### config.mk
export PLATFORM = sky130hd
export DESIGN_NAME = arith_expression_lexer
export DESIGN_NICKNAME = d
export VERILOG_FILES = /design/src/rtl/core/ael_pkg.sv /design/src/rtl/core/arith_expression_lexer.sv
export SDC_FILE = /design/constraint.sdc
export NUM_CORES = 1
export LEC_CHECK = 0
export ABC_AREA = 1
export BUFFER_PORTS_ARGS = -buffer_cell sky130_fd_sc_hd__clkbuf_2
export CORE_ASPECT_RATIO = 1.4
export CORE_UTILIZATION = 26
export CTS_CLUSTER_DIAMETER = 100
export DETAILED_ROUTE_END_ITERATION = 10
export HOLD_SLACK_MARGIN = 0.02
export PLACE_DENSITY = 0.49
export SLEW_MARGIN = 10
export SYNTH_ARGS = -nofsm -noshare
export SYNTH_HDL_FRONTEND = slang
export SYNTH_SLANG_ARGS = --single-unit
### constraint.sdc
create_clock -name clk -period 3.7 [get_ports clk]
set_input_delay 0 -clock clk [delete_from_list [all_inputs] [get_ports clk]]
set_output_delay 0 -clock clk [all_outputs]
set_load 0.01 [all_outputs]
### src/rtl/core/ael_pkg.sv
// Types, constants and byte-class helpers for the arithmetic expression lexer.
package ael_pkg;

	localparam int MANT_BITS = 48;
	localparam int MAG_BITS = MANT_BITS - 1;
	localparam int TOK_BITS = 9;
	localparam int LEN_BITS = 5;
	localparam int FRAC_BITS = 4;
	localparam int FIFO_DEPTH = 4;
	localparam int PTR_BITS = $clog2(FIFO_DEPTH);
	localparam int FILL_BITS = PTR_BITS + 1;

	localparam logic [MAG_BITS-1:0] MAG_MAX = '1;
	localparam logic [TOK_BITS-1:0] TOKEN_LIMIT = 9'd256;
	localparam logic [LEN_BITS-1:0] NAME_CHAR_LIMIT = 5'd30;
	localparam logic [FRAC_BITS-1:0] FRACTION_DIGIT_LIMIT = 4'd15;

	localparam logic [7:0] BYTE_SPACE = 8'h20;
	localparam logic [7:0] BYTE_POINT = 8'h2E;
	localparam logic [7:0] BYTE_PLUS = 8'h2B;
	localparam logic [7:0] BYTE_MINUS = 8'h2D;
	localparam logic [7:0] BYTE_STAR = 8'h2A;
	localparam logic [7:0] BYTE_SLASH = 8'h2F;
	localparam logic [7:0] BYTE_CARET = 8'h5E;
	localparam logic [7:0] BYTE_LPAREN = 8'h28;
	localparam logic [7:0] BYTE_RPAREN = 8'h29;
	localparam logic [7:0] BYTE_UNDERSCORE = 8'h5F;
	localparam logic [7:0] BYTE_SQ_LEAD = 8'hC2;
	localparam logic [7:0] BYTE_SQ_TAIL = 8'hB2;

	typedef enum logic [2:0] {
		MODE_IDLE,
		MODE_INT,
		MODE_FRAC,
		MODE_FRAC_DROP,
		MODE_IDENT,
		MODE_MINUS,
		MODE_SQ_LEAD,
		MODE_SKIP
	} mode_t;

	typedef enum logic [2:0] {
		KIND_NUMBER,
		KIND_OPERATOR,
		KIND_LPAREN,
		KIND_RPAREN,
		KIND_IDENT_CHAR,
		KIND_IDENT_END,
		KIND_DONE,
		KIND_ERROR
	} kind_t;

	typedef enum logic [2:0] {
		OP_PLUS,
		OP_MINUS,
		OP_TIMES,
		OP_DIVIDE,
		OP_POWER,
		OP_SQUARE
	} op_t;

	typedef struct packed {
		kind_t kind;
		op_t op;
		logic [MANT_BITS-1:0] mant;
		logic [FRAC_BITS-1:0] frac;
		logic sat;
		logic [7:0] ch;
		logic [TOK_BITS-1:0] tokens;
	} res_t;

	typedef struct packed {
		res_t res;
		logic last;
	} entry_t;

	typedef struct packed {
		mode_t mode;
		logic op_ctx;
		logic [TOK_BITS-1:0] total;
		logic [MAG_BITS-1:0] acc;
		logic [FRAC_BITS-1:0] frac;
		logic neg;
		logic clamp;
		logic [LEN_BITS-1:0] len;
	} lex_state_t;

	function automatic logic is_digit(input logic [7:0] b);
		return (b >= 8'h30) && (b <= 8'h39);
	endfunction

	function automatic logic is_upper(input logic [7:0] b);
		return (b >= 8'h41) && (b <= 8'h5A);
	endfunction

	function automatic logic is_alpha(input logic [7:0] b);
		return is_upper(b) || ((b >= 8'h61) && (b <= 8'h7A));
	endfunction

	function automatic logic [7:0] to_lower(input logic [7:0] b);
		return is_upper(b) ? (b | 8'h20) : b;
	endfunction

	function automatic logic is_op_byte(input logic [7:0] b);
		return (b == BYTE_PLUS) || (b == BYTE_MINUS) || (b == BYTE_STAR) ||
			(b == BYTE_SLASH) || (b == BYTE_CARET);
	endfunction

	function automatic op_t op_of(input logic [7:0] b);
		op_t o;
		o = OP_PLUS;
		unique case (b)
			BYTE_MINUS: o = OP_MINUS;
			BYTE_STAR: o = OP_TIMES;
			BYTE_SLASH: o = OP_DIVIDE;
			BYTE_CARET: o = OP_POWER;
			default: o = OP_PLUS;
		endcase
		return o;
	endfunction

	function automatic lex_state_t clear_state();
		lex_state_t s;
		s = '0;
		s.mode = MODE_IDLE;
		s.op_ctx = 1'b1;
		return s;
	endfunction

endpackage

### src/rtl/core/arith_expression_lexer.sv
// A result is queued when its byte is accepted; the output presents the queue head.
// Throughput: one byte per cycle while in_stall is low; each byte yields up to two results
// and, while out_stall is low, the output drains one result per cycle through a four-entry
// result queue. The input stalls while fewer than two queue entries are free.
// Reset (arst_n low, asynchronous) clears the lexer state and empties the queue.
// An end marker also returns the lexer state to its reset values.
module arith_expression_lexer import ael_pkg::*; (
	input  logic                 clk,
	input  logic                 arst_n,
	input  logic                 in_valid,
	output logic                 in_stall,
	input  logic [7:0]           byte_in,
	input  logic                 end_mark,
	output logic                 out_valid,
	input  logic                 out_stall,
	output logic [2:0]           kind,
	output logic [2:0]           op_code,
	output logic signed [47:0]   mantissa,
	output logic [3:0]           frac_count,
	output logic                 saturated,
	output logic [7:0]           ident_char,
	output logic [8:0]           tokens_seen,
	output logic                 last
);

	lex_state_t st_q, nx;
	entry_t fifo_q [FIFO_DEPTH];
	logic [PTR_BITS-1:0] wptr_q, rptr_q;
	logic [FILL_BITS-1:0] fill_q;

	logic in_acc, out_acc;
	logic pre_v, main_v;
	res_t pre_r, main_r;
	logic [3:0] dig;
	logic [MAG_BITS+3:0] acc_x10;
	logic fits, full;
	logic [MANT_BITS-1:0] close_mant;
	entry_t head;
	logic [1:0] push_n;

	assign in_acc = in_valid && !in_stall;
	assign out_acc = out_valid && !out_stall;
	assign in_stall = fill_q > FILL_BITS'(FIFO_DEPTH - 2);
	assign out_valid = fill_q != '0;

	assign dig = byte_in[3:0];
	assign acc_x10 = {1'b0, st_q.acc, 3'b000} + {3'b000, st_q.acc, 1'b0} +
		{{MAG_BITS{1'b0}}, dig};
	assign fits = acc_x10 <= {4'b0000, MAG_MAX};
	assign full = st_q.total >= TOKEN_LIMIT;
	assign close_mant = st_q.neg ? (MANT_BITS'(0) - {1'b0, st_q.acc}) : {1'b0, st_q.acc};

	always_comb begin
		logic do_start;
		logic do_begin;
		logic begin_neg;
		nx = st_q;
		pre_v = 1'b0;
		main_v = 1'b0;
		pre_r = '0;
		main_r = '0;
		do_start = 1'b0;
		do_begin = 1'b0;
		begin_neg = 1'b0;
		pre_r.kind = KIND_NUMBER;
		pre_r.mant = close_mant;
		pre_r.frac = st_q.frac;
		pre_r.sat = st_q.clamp;
		pre_r.tokens = st_q.total;
		if (end_mark) begin
			main_v = 1'b1;
			main_r.kind = KIND_DONE;
			unique case (st_q.mode)
				MODE_SKIP: main_v = 1'b0;
				MODE_MINUS, MODE_SQ_LEAD: main_r.kind = KIND_ERROR;
				MODE_INT, MODE_FRAC, MODE_FRAC_DROP: pre_v = 1'b1;
				MODE_IDENT: begin
					pre_v = 1'b1;
					pre_r = '0;
					pre_r.kind = KIND_IDENT_END;
					pre_r.tokens = st_q.total;
				end
				default: ;
			endcase
			nx = clear_state();
		end else begin
			unique case (st_q.mode)
				MODE_SKIP: ;
				MODE_MINUS: begin
					if (is_digit(byte_in) || byte_in == BYTE_POINT) begin
						do_begin = 1'b1;
						begin_neg = 1'b1;
					end else begin
						main_v = 1'b1;
						main_r.kind = KIND_ERROR;
						nx.mode = MODE_SKIP;
					end
				end
				MODE_SQ_LEAD: begin
					main_v = 1'b1;
					if (byte_in != BYTE_SQ_TAIL || full) begin
						main_r.kind = KIND_ERROR;
						nx.mode = MODE_SKIP;
					end else begin
						main_r.kind = KIND_OPERATOR;
						main_r.op = OP_SQUARE;
						nx.mode = MODE_IDLE;
						nx.total = st_q.total + 1'b1;
						nx.op_ctx = 1'b0;
					end
				end
				MODE_INT: begin
					if (is_digit(byte_in)) begin
						if (!fits) begin
							nx.acc = MAG_MAX;
							nx.clamp = 1'b1;
						end else begin
							nx.acc = acc_x10[MAG_BITS-1:0];
						end
					end else if (byte_in == BYTE_POINT) begin
						nx.mode = st_q.clamp ? MODE_FRAC_DROP : MODE_FRAC;
					end else begin
						pre_v = 1'b1;
						do_start = 1'b1;
					end
				end
				MODE_FRAC: begin
					if (is_digit(byte_in)) begin
						if (st_q.frac < FRACTION_DIGIT_LIMIT && fits) begin
							nx.acc = acc_x10[MAG_BITS-1:0];
							nx.frac = st_q.frac + 1'b1;
						end else begin
							nx.mode = MODE_FRAC_DROP;
						end
					end else begin
						pre_v = 1'b1;
						do_start = 1'b1;
					end
				end
				MODE_FRAC_DROP: begin
					if (!is_digit(byte_in)) begin
						pre_v = 1'b1;
						do_start = 1'b1;
					end
				end
				MODE_IDENT: begin
					if (is_alpha(byte_in) || is_digit(byte_in) || byte_in == BYTE_UNDERSCORE) begin
						if (st_q.len < NAME_CHAR_LIMIT) begin
							main_v = 1'b1;
							main_r.kind = KIND_IDENT_CHAR;
							main_r.ch = to_lower(byte_in);
							nx.len = st_q.len + 1'b1;
						end
					end else begin
						pre_v = 1'b1;
						pre_r = '0;
						pre_r.kind = KIND_IDENT_END;
						pre_r.tokens = st_q.total;
						do_start = 1'b1;
					end
				end
				default: do_start = 1'b1;
			endcase
		end

		if (do_start) begin
			nx.mode = MODE_IDLE;
			priority if (byte_in == BYTE_SPACE) begin
			end else if (byte_in == BYTE_SQ_LEAD) begin
				nx.mode = MODE_SQ_LEAD;
			end else if (is_digit(byte_in) || byte_in == BYTE_POINT) begin
				do_begin = 1'b1;
			end else if (byte_in == BYTE_MINUS && st_q.op_ctx) begin
				nx.mode = MODE_MINUS;
			end else if (is_alpha(byte_in)) begin
				main_v = 1'b1;
				if (full) begin
					main_r.kind = KIND_ERROR;
					nx.mode = MODE_SKIP;
				end else begin
					main_r.kind = KIND_IDENT_CHAR;
					main_r.ch = to_lower(byte_in);
					nx.total = st_q.total + 1'b1;
					nx.len = LEN_BITS'(1);
					nx.op_ctx = 1'b0;
					nx.mode = MODE_IDENT;
				end
			end else if (is_op_byte(byte_in)) begin
				main_v = 1'b1;
				if (st_q.op_ctx || full) begin
					main_r.kind = KIND_ERROR;
					nx.mode = MODE_SKIP;
				end else begin
					main_r.kind = KIND_OPERATOR;
					main_r.op = op_of(byte_in);
					nx.total = st_q.total + 1'b1;
					nx.op_ctx = 1'b1;
				end
			end else if (byte_in == BYTE_LPAREN || byte_in == BYTE_RPAREN) begin
				main_v = 1'b1;
				if (full) begin
					main_r.kind = KIND_ERROR;
					nx.mode = MODE_SKIP;
				end else begin
					main_r.kind = (byte_in == BYTE_LPAREN) ? KIND_LPAREN : KIND_RPAREN;
					nx.total = st_q.total + 1'b1;
					nx.op_ctx = byte_in == BYTE_LPAREN;
				end
			end else begin
				main_v = 1'b1;
				main_r.kind = KIND_ERROR;
				nx.mode = MODE_SKIP;
			end
		end

		if (do_begin) begin
			if (full) begin
				main_v = 1'b1;
				main_r.kind = KIND_ERROR;
				nx.mode = MODE_SKIP;
			end else begin
				nx.total = st_q.total + 1'b1;
				nx.frac = '0;
				nx.clamp = 1'b0;
				nx.neg = begin_neg;
				nx.op_ctx = 1'b0;
				if (byte_in == BYTE_POINT) begin
					nx.acc = '0;
					nx.mode = MODE_FRAC;
				end else begin
					nx.acc = {{(MAG_BITS-4){1'b0}}, dig};
					nx.mode = MODE_INT;
				end
			end
		end

		main_r.tokens = end_mark ? st_q.total : nx.total;
	end

	assign push_n = {1'b0, pre_v} + {1'b0, main_v};

	always_ff @(posedge clk or negedge arst_n) begin
		if (!arst_n) begin
			st_q <= clear_state();
			wptr_q <= '0;
			rptr_q <= '0;
			fill_q <= '0;
		end else begin
			if (in_acc) begin
				st_q <= nx;
				wptr_q <= wptr_q + PTR_BITS'(push_n);
			end
			if (out_acc) begin
				rptr_q <= rptr_q + 1'b1;
			end
			fill_q <= fill_q + (in_acc ? FILL_BITS'(push_n) : '0) - FILL_BITS'(out_acc);
		end
	end

	always_ff @(posedge clk) begin
		if (in_acc) begin
			if (pre_v) begin
				fifo_q[wptr_q] <= '{res: pre_r, last: !main_v};
			end
			if (main_v) begin
				fifo_q[wptr_q + PTR_BITS'(pre_v)] <= '{res: main_r, last: 1'b1};
			end
		end
	end

	assign head = fifo_q[rptr_q];
	assign kind = head.res.kind;
	assign op_code = head.res.op;
	assign mantissa = $signed(head.res.mant);
	assign frac_count = head.res.frac;
	assign saturated = head.res.sat;
	assign ident_char = head.res.ch;
	assign tokens_seen = head.res.tokens;
	assign last = head.last;

	// The result queue never holds more entries than it has.
	assert property (@(posedge clk) disable iff (!arst_n)
		fill_q <= FILL_BITS'(FIFO_DEPTH))
		else $error("result queue overfilled");

	// A byte taken while skipping after an error produces no result.
	assert property (@(posedge clk) disable iff (!arst_n)
		in_acc && !end_mark && st_q.mode == MODE_SKIP |-> push_n == 2'd0)
		else $error("result produced while skipping");

	// An end marker returns the lexer to the start of a new expression.
	assert property (@(posedge clk) disable iff (!arst_n)
		in_acc && end_mark |=> st_q.mode == MODE_IDLE && st_q.total == '0 && st_q.op_ctx)
		else $error("lexer not cleared after end marker");

	// The token count never passes its limit.
	assert property (@(posedge clk) disable iff (!arst_n)
		st_q.total <= TOKEN_LIMIT)
		else $error("token count above limit");

	// A transaction that leaves the queue empty cannot have pushed a result.
	assert property (@(posedge clk) disable iff (!arst_n)
		in_acc && push_n != 2'd0 |=> fill_q != '0)
		else $error("pushed result lost");

endmodule

# == After elaboration in Yosys (flattened, before gate mapping) ==
# Memories as Yosys holds them, arrays and structs flattened.
# Cells that the tools add are included.
# op_classes
add_sub_neg,12
n_lt_le_gt_ge,11
n_eq_ne,24
mux,137
reduce_logical,28
# ops
cell,count
2-to-1 mux 76 bit,4
2-to-1 mux 51 bit,4
2-to-1 mux 47 bit,2
case mux 47 bit (2 select lines),1
2-to-1 mux 3 bit,30
2-to-1 mux 8 bit,11
2-to-1 mux 10 bit,8
2-to-1 mux 66 bit,1
2-to-1 mux 13 bit,5
"equality test 8 x 6 -> 1 bit, second input constant",8
2-to-1 mux 64 bit,1
2-to-1 mux 63 bit,1
adder 50 x 48 -> 51 bit,1
adder 51 x 4 -> 51 bit,1
"<= comparator 51 x 47 -> 1 bit, second input constant",1
2-to-1 mux 5 bit,10
2-to-1 mux 48 bit,1
"subtractor 1 x 47 -> 48 bit, first input constant",1
2-to-1 mux 6 bit,7
2-to-1 mux 1 bit,39
"!= test 5 bit, second input constant",5
case mux 3 bit (4 select lines),2
"equality test 8 x 7 -> 1 bit, second input constant",2
">= comparator 8 x 7 -> 1 bit, second input constant",2
36 further kinds,64
# totals
reg_bits,78
mem_bits_rw,308
input_bits,13
out_inout_bits,79
elab_cells,224
n_memories,1
# mem_list
memory,depth,word_bits,rd,rd_clocked_by_memory_dff,write_ports,line_no,rtl
fifo_q,4,77,1,0,2,arith_expression_lexer.sv:27,entry_t fifo_q [FIFO_DEPTH];

# == Logic depth before layout (Yosys ltp) ==
# depth
word_depth,22
mapped_depth,24

# == Worst setup path after synthesis ==
# No wires, ideal clock.
# synth_timing
path_kind,register to register
startpoint,register st_q[13] (netlist bit)
endpoint,register st_q[43] (netlist bit)
arrival_time_ns,3.088
required_ns,3.583
setup_slack_ns,0.495
stages_incl_launch_ff,22
n_path_buf,2
cell_sequence,dfrtp_1 -> fa_1 -> inv_1 -> fa_1 -> inv_1 -> nand2_1 -> nand3_1 -> nand2_1 -> nand2_1 -> nand2_1 -> nand3_1 -> nand2_1 -> nand2_1 -> nand2_1 -> nor2_2 -> buf_2 -> buf_2 -> nand3_1 -> a21oi_1 -> nand2_1 -> nand2_1 -> nand2_1
# synth_via
elab_chain_cells,12
elab_cells_between_ends,14
classes_between,add/sub (2); order compare (1); mux (10); reduce/logical (1)
# synth_lines
item,line_no,rtl
start: declaration,arith_expression_lexer.sv:26,"lex_state_t st_q, nx;"
start signal: assignment,arith_expression_lexer.sv:244,st_q <= clear_state();
start signal: assignment,arith_expression_lexer.sv:250,st_q <= nx;
adder 50 x 48 -> 51 bit (*),arith_expression_lexer.sv:47,"assign acc_x10 = {1'b0, st_q.acc, 3'b000} + {3'b000, st_q.acc, 1'b0} +"
adder 51 x 4 -> 51 bit (*),arith_expression_lexer.sv:47,
<= comparator 51 x 47 -> 1 bit,arith_expression_lexer.sv:49,"assign fits = acc_x10 <= {4'b0000, MAG_MAX};"
logical AND 1 bit,arith_expression_lexer.sv:129,if (st_q.frac < FRACTION_DIGIT_LIMIT && fits) begin
2-to-1 mux 51 bit,arith_expression_lexer.sv:129,
2-to-1 mux 51 bit,arith_expression_lexer.sv:128,if (is_digit(byte_in)) begin
2-to-1 mux 51 bit,arith_expression_lexer.sv:87,unique case (st_q.mode)
2-to-1 mux 51 bit,arith_expression_lexer.sv:70,if (end_mark) begin
case mux 47 bit (2 select lines) (*),arith_expression_lexer.sv:87,
2-to-1 mux 64 bit (*),arith_expression_lexer.sv:70,
2-to-1 mux 63 bit,arith_expression_lexer.sv:217,if (full) begin
2-to-1 mux 66 bit (*),arith_expression_lexer.sv:216,if (do_begin) begin
# Every way passes the cells marked *; elsewhere a longest branch is shown, timed or not. The select of a mux whose other input is x is not followed.
# A chain may end at the register's enable or synchronous reset.

# == Worst setup path in the final report ==
# layout_timing
startpoint,register st_q[28] (netlist bit)
endpoint,register st_q[9] (netlist bit)
# layout_via
elab_chain_cells,12
# layout_lines
item,line_no
adder 50 x 48 -> 51 bit (*),arith_expression_lexer.sv:47
adder 51 x 4 -> 51 bit (*),arith_expression_lexer.sv:47
<= comparator 51 x 47 -> 1 bit (*),arith_expression_lexer.sv:49
logical AND 1 bit (*),arith_expression_lexer.sv:129
2-to-1 mux 51 bit (*),arith_expression_lexer.sv:129
2-to-1 mux 51 bit (*),arith_expression_lexer.sv:128
2-to-1 mux 51 bit (*),arith_expression_lexer.sv:87
2-to-1 mux 51 bit (*),arith_expression_lexer.sv:70
2-to-1 mux 4 bit (*),arith_expression_lexer.sv:87
2-to-1 mux 64 bit (*),arith_expression_lexer.sv:70
2-to-1 mux 63 bit,arith_expression_lexer.sv:217
2-to-1 mux 66 bit (*),arith_expression_lexer.sv:216
# Marks and branches as above.

==> metrics.md <==
| Metric | Value |
|---|---|
| Run status | `finished, violations left` |
| Violations in the final reports | `design-rule violations` |
| Pin count of the biggest net entering global routing | `157` |
| Count leader, synth | `sky130_fd_sc_hd__nand2_1` |
| Setup clock skew after layout | `0.0209 ns` |
| Class of the most critical hold timing path | `input port to register` |
| Relative max-transition margin | `0.351` |
| Endpoint kind of the worst setup timing path | `register` |
| Max-slew violation count | `0` |
| Hold Path Origin | `byte_in[1]` |
| Port buffer count | `91` |
| Reg-to-reg critical path startpoint | `st_q[28]` |
| Synth Warn # | `0` |
| Max Fclk | `0.289 GHz` |
| Hold WS | `0.0560 ns` |
| Post-synthesis cell type with the largest combined area | `sky130_fd_sc_hd__nand2_1` |
| Via count | `28100` |
| Clock H-tree levels | `2` |
| Number of cell instances on the worst register-to-register path | `20` |
| Register bit count reported by yosys | `386` |
| Count of antenna diodes in the layout | `0` |
| Utilization of the core after routing | `0.304` |
| Row Count | `140` |
| Routed length per instance | `18.0 um` |
| Total area of multi-input combinational cells | `15500 um^2` |
| Arrival time worst endpoint | `3.98 ns` |
| Clock tree from TritonCTS | `done` |
| First-pass GRT wire length | `162 mm` |
| Placeable core area | `104000 um^2` |
| Crit-path max FO | `13` |
| DPL Wire Length | `73.4 mm` |
| Final WL | `106 mm` |
| X dimension of the die | `275 um` |
| Endpoint of the worst hold path | `st_q[12]` |
| DP Area | `29700 um^2` |
| Via count of the first global-routing pass | `27100` |
| Clock-pin transition on the worst setup and hold timing paths | `0.07 ns` |
| Cell types occupying the most area after synthesis | `sky130_fd_sc_hd__nand2_1, sky130_fd_sc_hd__dfxtp_1, sky130_fd_sc_hd__edfxtp_1` |
| DRC viols | `1` |
| Initial antenna violation count | `4` |
| Final worst path period share | `0.934` |
| Total power of the final layout | `26.7 mW` |
| Synth-to-Final Area Change | `16.0%` |
| Maximum vdd drop | `0.499 mV` |
| Fraction of layout instances using a drive strength above 1 | `0.0928` |
| Kind of launch point of the worst setup path | `register` |
| Number of detailed-routing iterations run before antenna repair | `9` |
| Boundary pin count | `92` |
| Power density over cell area | `846 nW/um^2` |
| Actual slew at the worst max-slew pin | `0.966 ns` |
| Post-route minimum period | `3.46 ns` |
| Minimum setup slack among reg-to-reg paths | `0.24 ns` |
| Crit Path Category | `register to register` |
| Mapped Avg Cell Area | `6.17 um^2` |
| Aggregate global-route resource usage | `0.197` |
| Final non-filler cell area | `31500 um^2` |
| Cell area after synthesis | `27200 um^2` |
| Portion of the post-synthesis area used by sequential elements | `0.333` |
| Average vias per placed instance | `4.78` |
| ANT nets after route | `0` |
| Post-synth top area share | `0.237` |
| Filler cell count | `11500` |
| Number of flops mapped to enable cells by yosys | `92` |
| Reported max-cap violation count | `0` |
| End of the worst register-to-register path | `st_q[9]` |
| Root buffer cell | `sky130_fd_sc_hd__clkbuf_16` |
| Synth async-reset ratio | `0.202` |
| Skew-Pair Late Insertion Delay | `0.58 ns` |
| Effective utilization at floorplan | `0.262` |
| DRT iter0 DRCs | `1954` |
| # clock sinks | `386` |
| Static leakage power | `16.5 nW` |
| Gate count of the mapped netlist | `4409` |
| DIE HEIGHT | `385 um` |
| Global route overflow | `0` |
| Number of nets in the finished design | `4601` |
| Total setup violations reported at the end of the flow | `0` |
| Final GP Congestion | `0.918` |
| Synth top cells by count | `sky130_fd_sc_hd__nand2_1, sky130_fd_sc_hd__nor2_1, sky130_fd_sc_hd__inv_1` |
| Count of unique library cells instantiated by Yosys | `53` |
| Dominant synthesized flop cell | `sky130_fd_sc_hd__dfxtp_1` |
| Cell depth of the worst hold path | `3` |
| Endpoints failing hold | `0` |
| FF+latch area | `9060 um^2` |
| Worst path required time | `4.22 ns` |
| Area enclosed by the die boundary | `106000 um^2` |
| Max Root-Sink Buffers | `3` |
| CTS buffer count | `42` |
## layout make-up
class / count / area share
clock inverters: 23 / 0.00956
flip-flops and latches: 386 / 0.287
multi-input cells: 3291 / 0.491
well taps: 1349 / 0.0535
repair buffers: 237 / 0.0585
inverters: 523 / 0.0623
clock buffers: 55 / 0.0381
## kinds of logic (layout without fill, tap and decap cells)
logic type | after synthesis | after routing | synth area share
and+or+nand+nor | 2519 | 2519 | 0.371
other | 1 | 4 | 0.000138
buffers and inverters | 735 | 838 | 0.105
DFF | 386 | 386 | 0.333
xor gates and xnor gates | 79 | 79 | 0.0255
AOI/OAI and AO/OA | 582 | 582 | 0.115
adders and majority gates | 107 | 107 | 0.0501
## power by group
part / internal (mW) / switching [mW] / leakage, nW
clock: 2.73 / 1.95 / 0.734
combinational: 4.85 / 10.2 / 12.2
sequential: 5.88 / 1.07 / 3.61
## flip-flops by register name (all words and copies together), names as in the netlist
signal  cells
fifo_q    308
st_q       71
fill_q      3
wptr_q      2
rptr_q      2
## cell usage in the layout (no fill, tap or decap), types with 12 or more instances in the layout
master                      instances
sky130_fd_sc_hd__nand2_1         1707
sky130_fd_sc_hd__nor2_1           464
sky130_fd_sc_hd__inv_1            464
sky130_fd_sc_hd__o21ai_0          229
sky130_fd_sc_hd__dfxtp_1          216
sky130_fd_sc_hd__a21oi_1          205
sky130_fd_sc_hd__nand3_1          186
sky130_fd_sc_hd__buf_4            115
sky130_fd_sc_hd__ha_1              97
sky130_fd_sc_hd__edfxtp_1          92
sky130_fd_sc_hd__clkbuf_2          88
sky130_fd_sc_hd__o22ai_1           83
sky130_fd_sc_hd__nand4_1           67
sky130_fd_sc_hd__dfrtp_1           65
sky130_fd_sc_hd__inv_2             54
sky130_fd_sc_hd__xor2_1            51
sky130_fd_sc_hd__clkbuf_16         44
sky130_fd_sc_hd__nor3_1            32
sky130_fd_sc_hd__xnor2_1           28
sky130_fd_sc_hd__buf_12            19
sky130_fd_sc_hd__nor4_1            12
sky130_fd_sc_hd__a31oi_1           12
## layer usage
layer | GRT usage | vias up | part of all wire
li1 | - | 14100 | -
met1 | 0.243 | 13000 | 0.42
met2 | 0.346 | 771 | 0.49
met3 | 0.0158 | 214 | 0.041
met4 | 0.0884 | 8 | 0.045
met5 | 0 | - | 0.00051
## worst max-delay path, stage by stage, from the launching register on
cell and delay, ns:
sky130_fd_sc_hd__dfrtp_2 0.47, sky130_fd_sc_hd__ha_1 0.29, sky130_fd_sc_hd__ha_1 0.35, sky130_fd_sc_hd__nand2_1 0.13, sky130_fd_sc_hd__nor2_2 0.20, sky130_fd_sc_hd__inv_1 0.11
sky130_fd_sc_hd__nor2_2 0.16, sky130_fd_sc_hd__nand2_1 0.10, sky130_fd_sc_hd__nor2_1 0.12, sky130_fd_sc_hd__nand2_1 0.11, sky130_fd_sc_hd__nand3_1 0.12, sky130_fd_sc_hd__nand2_1 0.06
sky130_fd_sc_hd__nand2_1 0.06, sky130_fd_sc_hd__nand2_1 0.08, sky130_fd_sc_hd__nor2_4 0.19, sky130_fd_sc_hd__buf_12 0.17, sky130_fd_sc_hd__nand3_1 0.13, sky130_fd_sc_hd__buf_2 0.24
sky130_fd_sc_hd__o21ai_0 0.16, sky130_fd_sc_hd__nand3b_1 0.09, sky130_fd_sc_hd__nand2_1 0.06
## worst max path at each step
stage                        start  endpoint
after floorplan           st_q[13]  st_q[43]
after global placement    st_q[28]  st_q[11]
after detailed placement  st_q[25]  st_q[10]
after CTS                 st_q[25]  st_q[10]
after global routing      st_q[46]   st_q[8]
final                     st_q[28]   st_q[9]
## what timing repair did
action	4_1_cts	5_1_grt
gates resized for setup	0	37
hold endpoints to repair	97	0
endpoints found under the setup margin	0	54
hold buffers	11	0
setup buffers	0	1
## through the flow
step / instances / setup slack [ns] / setup TNS, ns
floorplan: 4412 / 0.495 / 0
global route: 5864 / -0.0213 / -0.0222
global placement: 5773 / 0.213 / 0
detailed placement: 5773 / 0.153 / 0
CTS: 5862 / 0.131 / 0
finish: 5864 / 0.243 / 0
No activity file was read; power rests on OpenSTA's default activity.
